--- config.mk ---
export PLATFORM = sky130hd
export DESIGN_NAME = twheel_div
export DESIGN_NICKNAME = d
export VERILOG_FILES = /design/src/sv/timing_wheel_wakeup_unit_defines.svh /design/src/sv/twheel_pkg.sv /design/src/sv/twheel_div.sv
export SDC_FILE = /design/constraint.sdc
export NUM_CORES = 1
export LEC_CHECK = 0
export BUFFER_PORTS_ARGS = -buffer_cell sky130_fd_sc_hd__buf_2
export CAP_MARGIN = 20
export CORE_MARGIN = 2
export CORE_UTILIZATION = 62
export CTS_CLUSTER_DIAMETER = 80
export CTS_CLUSTER_SIZE = 16
export DETAILED_ROUTE_END_ITERATION = 10
export MAX_ROUTING_LAYER = met4
export PLACE_DENSITY = 0.85
export REMOVE_ABC_BUFFERS = 1
export SLEW_MARGIN = 5
export SYNTH_ARGS = -nofsm -noshare
export SYNTH_HDL_FRONTEND = slang
export SYNTH_SLANG_ARGS = --single-unit
--- constraint.sdc ---
create_clock -name clk -period 9.6 [get_ports clk]
set_input_delay 0.96 -clock clk [delete_from_list [all_inputs] [get_ports clk]]
set_output_delay 0.96 -clock clk [all_outputs]
set_load 0.005 [all_outputs]
--- src/sv/timing_wheel_wakeup_unit_defines.svh ---
// Assertion macros shared by the timing wheel RTL.
`ifndef TIMING_WHEEL_WAKEUP_UNIT_DEFINES_SVH
`define TIMING_WHEEL_WAKEUP_UNIT_DEFINES_SVH

// Check a condition at every clock edge outside reset.
`define TWHEEL_ASSERT_ALWAYS(lbl, cond, msg) \
    lbl: assert property (@(posedge clk) disable iff (!rst_n) (cond)) else $error(msg);

// Check that a consequence follows an antecedent in the same cycle.
`define TWHEEL_ASSERT_IMPL(lbl, ante, cons, msg) \
    lbl: assert property (@(posedge clk) disable iff (!rst_n) (ante) |-> (cons)) else $error(msg);

`endif

--- src/sv/twheel_pkg.sv ---
package twheel_pkg;

    localparam int TIME_W           = 64;
    localparam int HANDLE_W         = 16;
    localparam int PREC_W           = 32;
    localparam int NUM_BUCKETS_DEF  = 64;
    localparam int SLOTS_DEF        = 16;
    localparam int MAX_RESULTS      = 16;

    localparam logic [PREC_W-1:0] PREC_RESET = 32'd1000000;

    // item kinds
    localparam logic [1:0] KIND_REG   = 2'd0;
    localparam logic [1:0] KIND_TICK  = 2'd1;
    localparam logic [1:0] KIND_DRAIN = 2'd2;

    // release status codes
    localparam logic [1:0] STAT_DUE    = 2'd0;
    localparam logic [1:0] STAT_EARLY  = 2'd1;
    localparam logic [1:0] STAT_FORCED = 2'd2;
    localparam logic [1:0] STAT_FULL   = 2'd3;

    typedef struct packed {
        logic [HANDLE_W-1:0] handle;
        logic [1:0]          status;
    } rel_t;

endpackage

--- src/sv/twheel_div.sv ---
module twheel_div #(
    parameter int NUM_BUCKETS = twheel_pkg::NUM_BUCKETS_DEF
) (
    input  logic                             clk,
    input  logic                             rst_n,
    input  logic                             start,
    input  logic [twheel_pkg::TIME_W-1:0]    dividend,
    input  logic [twheel_pkg::PREC_W-1:0]    divisor,
    output logic                             done,
    output logic [$clog2(NUM_BUCKETS)-1:0]   bucket
);
    import twheel_pkg::*;

    localparam int BW    = $clog2(NUM_BUCKETS);
    localparam int CNT_W = $clog2(TIME_W + 1);
    localparam logic [BW:0] NB_W = (BW+1)'(NUM_BUCKETS);

    logic [CNT_W-1:0]  cnt_reg;
    logic [TIME_W-1:0] dvd_reg;
    logic [PREC_W-1:0] rem_reg;
    logic [BW-1:0]     qmod_reg;
    logic              done_reg;

    logic [PREC_W:0]   rem_sh;
    logic              ge;
    logic [PREC_W:0]   rem_sub;
    logic [BW:0]       qm2;
    logic [BW-1:0]     qmod_next;
    logic [BW:0]       qinc;

    // one quotient bit per cycle, quotient kept modulo the bucket count
    always_comb
    begin
        rem_sh    = {rem_reg, dvd_reg[TIME_W-1]};
        ge        = rem_sh >= {1'b0, divisor};
        rem_sub   = rem_sh - {1'b0, divisor};
        qm2       = {qmod_reg, ge};
        qmod_next = (qm2 >= NB_W) ? BW'(qm2 - NB_W) : qm2[BW-1:0];
        qinc      = {1'b0, qmod_reg} + (BW+1)'(1);
        bucket    = (qinc == NB_W) ? '0 : qinc[BW-1:0];
    end

    assign done = done_reg;

    always_ff @(posedge clk or negedge rst_n)
    begin
        if (!rst_n)
        begin
            cnt_reg  <= '0;
            done_reg <= 1'b0;
        end
        else
        begin
            done_reg <= 1'b0;
            if (start)
            begin
                cnt_reg  <= CNT_W'(TIME_W);
                dvd_reg  <= dividend;
                rem_reg  <= '0;
                qmod_reg <= '0;
            end
            else if (cnt_reg != '0)
            begin
                cnt_reg  <= cnt_reg - CNT_W'(1);
                dvd_reg  <= {dvd_reg[TIME_W-2:0], 1'b0};
                rem_reg  <= ge ? rem_sub[PREC_W-1:0] : rem_sh[PREC_W-1:0];
                qmod_reg <= qmod_next;
                done_reg <= (cnt_reg == CNT_W'(1));
            end
        end
    end
endmodule

* Word level (Yosys, flattened, before mapping)
Index checks and enable logic that the tools add are counted.
** Storage, ports and cells
- Output and inout port bits :: 7
- Flip-flop bits (word level) :: 110
- Input bits :: 99
** Cells by class
- Multiplexer cells :: 11
- Magnitude comparators :: 2
- $add $sub $neg :: 4
- Reductions and logical operators :: 3
- Eq/ne operators :: 2
** Operators by type and width (count)
- 2-to-1 mux 64 bit :: 2
- 2-to-1 mux 32 bit :: 2
- greater-or-equal comparator 33 x 32 -> 1 bit :: 1
- subtractor 32 bit :: 1
- 2-to-1 mux 6 bit :: 3
- 2-to-1 mux 7 bit :: 2
- adder 6 x 1 -> 7 bit, second input constant :: 1
- == test 7 x 1 -> 1 bit, second input constant :: 1
- == test 7 bit, second input constant :: 1
- greater-or-equal comparator 7 bit, second input constant :: 1
- nonzero test 7 bit :: 1
- subtractor 7 x 1 -> 7 bit, second input constant :: 1
- subtractor 6 x 1 -> 6 bit, second input constant :: 1
- 2-to-1 mux 1 bit :: 2
- AND reduction 2 bit :: 1
- nonzero test 2 bit :: 1

* Logic depth before layout (Yosys ltp)
Gate-level depths: netlist of the first run.
- Word-level depth :: 4
- Depth in mapped cells :: 13

* Worst setup path after synthesis of the first run
OpenSTA, ideal clock, no wires.
- Kind :: input-to-reg
- From :: in start
- To :: reg dvd_reg[0], enable pin
- Required time :: 9015 ps
- Buffers on the path :: 1
- Stages :: 3
- Arrival time :: 5986 ps
- Setup slack :: 3030 ps
- Cells stage by stage :: clkbuf_1 > nor4_1 > a21boi_0
** On the way
- Longest elaborated chain between the ends :: 2
** Ends and longest elaborated chain
- start: declaration :: RTL line twheel_div.sv:6 : input logic start,
- nonzero test 2 bit (no line)
- AND reduction 2 bit (no line)
- end signal: assignment :: RTL line twheel_div.sv:58 : dvd_reg <= dividend;
- end signal: assignment :: RTL line twheel_div.sv:65 : dvd_reg <= {dvd_reg[TIME_W-2:0], 1'b0};
- end: declaration :: RTL line twheel_div.sv:19 : logic [TIME_W-1:0] dvd_reg;
No other way between the ends.
A chain may end at the register's enable or synchronous reset.

* Final worst setup path of the first run
- From :: in divisor[1] in the netlist's numbering
- To :: reg rem_reg[19], data pin
** On the way
- Longest elaborated chain between the ends :: 3
** Ends and longest elaborated chain
- start: declaration :: RTL line twheel_div.sv:8 : input logic [twheel_pkg::PREC_W-1:0] divisor,
- subtractor 32 bit or greater-or-equal comparator 33 x 32 -> 1 bit (tied branches) :: RTL line twheel_div.sv:36, twheel_div.sv:35
- 2-to-1 mux 32 bit (*) :: RTL line twheel_div.sv:66 : rem_reg <= ge ? rem_sub[PREC_W-1:0] : rem_sh[PREC_W-1:0];
- 2-to-1 mux 32 bit (*) :: RTL line twheel_div.sv:62 : else if (cnt_reg != '0)
- end signal: assignment :: RTL line twheel_div.sv:66
- end: declaration :: RTL line twheel_div.sv:20 : logic [PREC_W-1:0] rem_reg;
Every way passes the cells marked *; elsewhere a longest branch is shown, timed or not.

==> flow_metrics.tcl, run 1 <==
set metrics [dict create \
    status "finished, final reports clean" \
    slew_viol_final 0 \
    overflow 0 \
    cts_resized 0 \
    setup_violations 0 \
    worstPathArrival_ns 3.85 \
    root_buffer "clkbuf_8" \
    yosysMostFrequentCell "edfxtp_1" \
    nNetsFinal 896 \
    grt_max_degree 85 \
    critPathKind "in2reg" \
    p_per_area_nw_per_um2 199 \
    synth_cells 672 \
    synth_seq_cells 110 \
    synth.top_cell.area_share 0.439 \
    synth_edf_count 102 \
    drive_gt1_frac 0.258 \
    drt_first_iter_violations 448 \
    largest_reg_flops 64 \
    ant_nets 0 \
    r2r-end "rem_reg[30]" \
    syn_area_per_cell_um2 10.4 \
    grt_util_all_layers 0.271 \
    cts_sinks 110 \
    rows 38 \
    syn_to_final_growth_pct 12.2 \
    synth-seq-area-share 0.468 \
    clock_latency_ns 0.39 \
    worst_r2r_path_depth 12 \
    ff2ff_setup_slack_ns 6.13 \
    clock.fmax_ghz 0.273 \
    max_stage_delay_ns 0.50 \
    die_h_um 110 \
    crit_path_end_kind "flip-flop" \
    synthFlopType "edfxtp_1" \
    leakage_uw 0.00329 \
    setup-tns-final_ns 0 \
    h-tree-depth 3 \
    first_global_vias 5293 \
    place_ws_ns 5.54 \
    worstSetupEndpoint "rem_reg[19]" \
    synth_area_leaders "edfxtp_1 (44%), mux2_2 (10%), ha_1 (6.3%)" \
    crit_path_max_fanout 26 \
    hp-class "reg2reg" \
    post_cts_buffers 0 \
    cts_tree "yes" \
    layout_setup_ws_ns 5.94 \
    synth_top_area_cell "edfxtp_1" \
    slowest_stage "a2111o_1" \
    coreArea_um2 10900 \
    crit_start "divisor[1]" \
    initial_utilization 0.641 \
    num-fill-cells 780 \
    post_drt_wl_per_cell_um 17.0 \
    die_area_um2 12100 \
    vias 5494 \
    drt-total-wl_um 15500 \
    worstMarginPinSlew_ns 0.969 \
    crit_chain "buf_2 -> inv_1 -> ha_1 -> nor2b_2 -> o2111ai_1 -> a2111o_1 -> a211o_1 -> a21oi_2 -> or2_2 -> o311ai_0 -> a311oi_1" \
    max_cap_violations 0 \
    slew_headroom 0.354 \
    grt_pass1_wl_um 24900 \
    post-dp-hpwl_um 10700 \
    die_x_um 110 \
    synth.distinct_cells 57 \
    vias_per_cell 6.06 \
    antenna_found_initial 1 \
    start_kind "primary input" \
    netlist_top_cells_count "edfxtp_1 (102), nand2_1 (81), mux2_2 (63), nor2_1 (52), inv_1 (47)" \
    rsz0062_at_grt "no" \
    ctsHoldBuffers 0 \
    io_pins 106 \
    r2r_start "dvd_reg[63]" \
    ir_drop_mv 0.103 \
    yosys_warnings 0 \
    layout_min_cycle_time_ns 3.66 \
    final_hold_viol_count 0 \
    port_buffers 105 \
    final.period_utilization 0.382 \
    clock_skew_ns 0.0216 \
    drc 0 \
    place_congestion 0.944 \
    ys_async_sr_fraction 0.0727 \
    cts_buffers 9 \
    synth_area_um2 6970 \
    clockBufferDepth 2 \
    critPathRequiredTime_ns 9.78 \
    firstDrtPassIters 5 \
    path_clk_slew_ns 0.13 \
]
-- how the worst min path moves through the flow --
stage | cells after the start | from | slack (ns) | to
floorplan | 2 | cnt_reg[6] | 0.47 | cnt_reg[6]
global placement | 2 | cnt_reg[6] | 0.49 | cnt_reg[6]
detailed placement | 2 | cnt_reg[6] | 0.50 | cnt_reg[6]
CTS | 2 | cnt_reg[6] | 0.53 | cnt_reg[6]
global route | 2 | cnt_reg[6] | 0.55 | cnt_reg[6]
finish | 1 | dvd_reg[10] | 0.54 | dvd_reg[11]
-- logic make-up (layout without fill, tap and decap cells) --
logic type | Yosys count | count (layout) | synth area share
AO/OA/AOI/OAI | 151 | 151 | 0.147
XOR/XNOR | 30 | 30 | 0.0377
adder cells (fa/ha/maj) | 36 | 36 | 0.0657
buffers and inverters | 79 | 173 | 0.0438
flip-flops | 110 | 110 | 0.468
multiplexers | 66 | 66 | 0.106
other | 0 | 1 | 0
AND/OR/NAND/NOR | 200 | 200 | 0.132
-- power by group --
group          internal, µW  switching [µW]
clock                   103             183
sequential              623            50.5
combinational           250             345
total                   977             578
-- worst max-delay path: cells and delay by family --
family	cells	cell delay, ns
AOI/OAI and AO/OA	6	1.78
adders and majority gates	1	0.30
buffers and inverters	2	0.16
and+or+nand+nor	2	0.63
-- layout make-up --
type | instances | area [µm²] | area share
clock inverter | 7 | 78.8 | 0.0101
clock buffer | 9 | 124 | 0.0158
tap | 140 | 175 | 0.0224
sequential | 110 | 3260 | 0.417
timing repair buffer | 110 | 586 | 0.0748
antenna | 1 | 2.50 | 0.000320
multi-input combinational | 483 | 3420 | 0.437
inverter | 47 | 176 | 0.0225
-- per-stage QoR --
stage	cell area [µm²]	instances	hold WS (ns)	util	power, µW
floorplan	6850	640	0.467	-	1100
global placement	7590	889	0.493	0.697	1240
detailed placement	7590	889	0.498	0.697	1260
CTS	7790	905	0.525	0.716	1550
global route	7830	907	0.547	0.719	1650
finish	7830	907	0.544	0.719	1560
-- layout by cell type (no fill, tap or decap), types with 8 or more instances in the layout --
cell      synthesis  layout
nand2_1          81      80
and2_1            8       8
xor2_1            9       9
ha_1             35      35
o21ai_0          23      23
a31oi_1          10      10
a21oi_1          37      37
nand3_1          17      17
dfrtp_1           8       8
mux2_2           63      63
a311oi_1         25      25
inv_1            47      47
buf_2             4     104
xnor2_1          21      21
a21o_1           14      14
edfxtp_1        102     102
clkbuf_8          0       9
nor2_1           52      52
-- metal layers --
layer	wire length, µm	GRT usage
met1	6680	0.352
met2	7490	0.437
met3	1090	0.0576
met4	194	0.0660
met5	0	-
Note: power is estimated with default switching activity, not from simulation.
==> run 2: changes to the inputs <==
--- a/config.mk
+++ b/config.mk
@@ -5,15 +5,16 @@
 export SDC_FILE = /design/constraint.sdc
 export NUM_CORES = 1
 export LEC_CHECK = 0
+export ABC_AREA = 1
 export BUFFER_PORTS_ARGS = -buffer_cell sky130_fd_sc_hd__buf_2
 export CAP_MARGIN = 20
 export CORE_MARGIN = 2
-export CORE_UTILIZATION = 62
+export CORE_UTILIZATION = 53
 export CTS_CLUSTER_DIAMETER = 80
 export CTS_CLUSTER_SIZE = 16
 export DETAILED_ROUTE_END_ITERATION = 10
 export MAX_ROUTING_LAYER = met4
-export PLACE_DENSITY = 0.85
+export PLACE_DENSITY = 0.76
 export REMOVE_ABC_BUFFERS = 1
 export SLEW_MARGIN = 5
 export SYNTH_ARGS = -nofsm -noshare
==> constraint.sdc (replaced) <==
create_clock -name clk -period 3 [get_ports clk]
set_input_delay 0.3 -clock clk [delete_from_list [all_inputs] [get_ports clk]]
set_output_delay 0.3 -clock clk [all_outputs]
set_load 0.005 [all_outputs]
==> run 2 against run 1 <==
  * Power rose to 3.5 times the previous value
  * Non-clock buffer count grew 3
  * Setup slack got worse by 5.5 ns
  * Design area rose by 15%
  * Clock skew shrank 0.013 ns
  * Count of clock-buffer cells in the layout unchanged
  * Die area increased by 32%
  * Sequential power rose to 3.1 times the previous value
  * Hold slack worse by 0.34 ns
  * Critical path type is now reg2reg
==> flow_metrics.tcl, run 2 <==
set metrics [dict create \
    netlist_top_cells_count "nand2_1 (450), inv_1 (158), nor2_1 (142), edfxtp_1 (102), nand3_1 (43)" \
    p_per_area_nw_per_um2 604 \
    synth_cells 1123 \
    max_stage_delay_ns 0.43 \
    path_clk_slew_ns 0.09 \
    utilization 0.615 \
    drive_gt1_frac 0.150 \
    cts_sinks 110 \
    rsz0062_at_grt "no" \
    drt-total-wl_um 19000 \
    io_pins 106 \
    post_drt_wl_per_cell_um 13.5 \
    start_kind "flip-flop" \
    cts_resized 0 \
    synth-seq-area-share 0.410 \
    nNetsFinal 1355 \
    crit_path_end_kind "flip-flop" \
    dr.max_layer_used "met4" \
    ctsHoldBuffers 0 \
    ys_async_sr_fraction 0.0727 \
    final_hold_viol_count 0 \
    ir_drop_mv 0.463 \
    crit_chain "ha_1 -> nand2_1 -> nand2_1 -> inv_1 -> nand2_1 -> nand2_1 -> a21oi_4 -> nor2_8 -> nand3_4 -> o21ai_0 -> nor2_1" \
    firstDrtPassIters 5 \
    vias 7083 \
    setup-tns-final_ns 0 \
    critPathKind "reg2reg" \
    slew_viol_final 0 \
    overflow 0 \
    wl_met3_um 1080 \
    layout_min_cycle_time_ns 2.57 \
    crit_path_max_fanout 26 \
    yosys_warnings 0 \
    synth_area_leaders "edfxtp_1 (38%), nand2_1 (21%), inv_1 (7.5%)" \
    antenna_found_initial 0 \
    yosysMostFrequentCell "nand2_1" \
    syn_to_final_growth_pct 12.7 \
    ant_nets 0 \
    antenna_cells 0 \
    rows 44 \
    synth_top_area_cell "edfxtp_1" \
    syn_area_per_cell_um2 7.09 \
    cts_buffers 9 \
    die_h_um 127 \
    worstPathArrival_ns 2.68 \
    layout_commonest_cell "nand2_1" \
    synthFlopType "edfxtp_1" \
    critPathRequiredTime_ns 3.12 \
    synth_area_um2 7960 \
    grt_util_all_layers 0.252 \
    placed_cells 1393 \
    cp_common_cell "nand2_1" \
    clock_skew_ns 0.00853 \
    grt_max_degree 72 \
    synth_seq_cells 110 \
    post-dp-hpwl_um 14500 \
    max_cap_violations 0 \
    worstMarginPinSlew_ns 0.716 \
    wl_met1_um 8710 \
    setup_violations 0 \
    place_congestion 0.971 \
    synth.top_cell.area_share 0.385 \
    whs_ns 0.201 \
    fin_cells 1409 \
    die_x_um 127 \
    h-tree-depth 3 \
    drc 0 \
    wl_met2_um 8900 \
    clock_latency_ns 0.36 \
    post_cts_buffers 0 \
    clock.fmax_ghz 0.390 \
    drt_first_iter_violations 467 \
    port_buffers 105 \
    vias_per_cell 5.03 \
    hp-class "in2reg" \
    status "finished, final reports clean" \
    cts_tree "yes" \
    coreArea_um2 14600 \
    mostFrequentLayoutCells "nand2_1 (450), inv_1 (158), nor2_1 (141)" \
    die_area_um2 16000 \
    largest_reg_flops 64 \
    slew_headroom 0.522 \
    grt_pass1_wl_um 31800 \
    initial_utilization 0.546 \
    first_global_vias 6667 \
    root_buffer "clkbuf_16" \
    leakage_uw 0.00479 \
    synth.distinct_cells 38 \
    slowest_stage "edfxtp_1" \
    clockBufferDepth 2 \
    synth_edf_count 102 \
    final.period_utilization 0.855 \
]
[run 2: path summary, 6_finish.rpt]
path                         startpoint           to  slack [ns]  cells past startpoint
max                         rem_reg[19]  rem_reg[22]        0.43                     11
min                        dividend[29]  dvd_reg[29]        0.20                      3
max reg2reg                 rem_reg[19]  rem_reg[22]        0.43                     11
min reg2reg                  cnt_reg[3]   cnt_reg[3]        0.47                      1
max in group asynchronous         rst_n   cnt_reg[0]        2.33                      2
min in group asynchronous         rst_n   cnt_reg[2]        0.37                      2
[run 2: power breakdown]
group / internal, µW / switching, µW / leakage [µW]
combinational: 714 / 1370 / 0.00352
clock: 592 / 640 / 0.000148
sequential: 1970 / 135 / 0.00112
total: 3280 / 2140 / 0.00479
[run 2: cells by family after synthesis]
logic type / Yosys count / synth area share
adder cells (fa/ha/maj): 36 / 0.0575
AO/OA/AOI/OAI: 69 / 0.0530
buffers and inverters: 192 / 0.0935
AND/OR/NAND/NOR: 696 / 0.364
XOR/XNOR: 20 / 0.0220
flip-flops: 110 / 0.410
[run 2: layout make-up]
type	count	area [µm²]
Inverter	165	619
Timing Repair Buffer	113	598
Fill cell	1365	5620
Multi-Input combinational cell	821	3960
Clock buffer	9	225
Tap cell	184	230
Sequential cell	110	3260
Clock inverter	7	75.1
[run 2: layer usage]
layer  vias up  global-route usage
met5         -                   -
met4         0              0.0646
met3        29              0.0493
met2       205               0.401
met1      3162               0.335
li1       3687                   -
[run 2: metrics by stage]
stage / setup WS, ns / cell area (µm²) / power (µW)
floorplan: -1.40 / 7830 / 3620
global placement: 0.466 / 8670 / 4170
detailed placement: 0.452 / 8670 / 4210
CTS: 0.449 / 8970 / 5430
global route: 0.191 / 8970 / 5810
finish: 0.435 / 8970 / 5420
[run 2: worst max-delay path: cells and delay by family (launching register included)]
family / cells / cell delay (ns)
flops: 1 / 0.43
fa+ha+maj: 1 / 0.39
buf+inv: 1 / 0.07
simple gates: 7 / 1.07
compound gates: 2 / 0.36
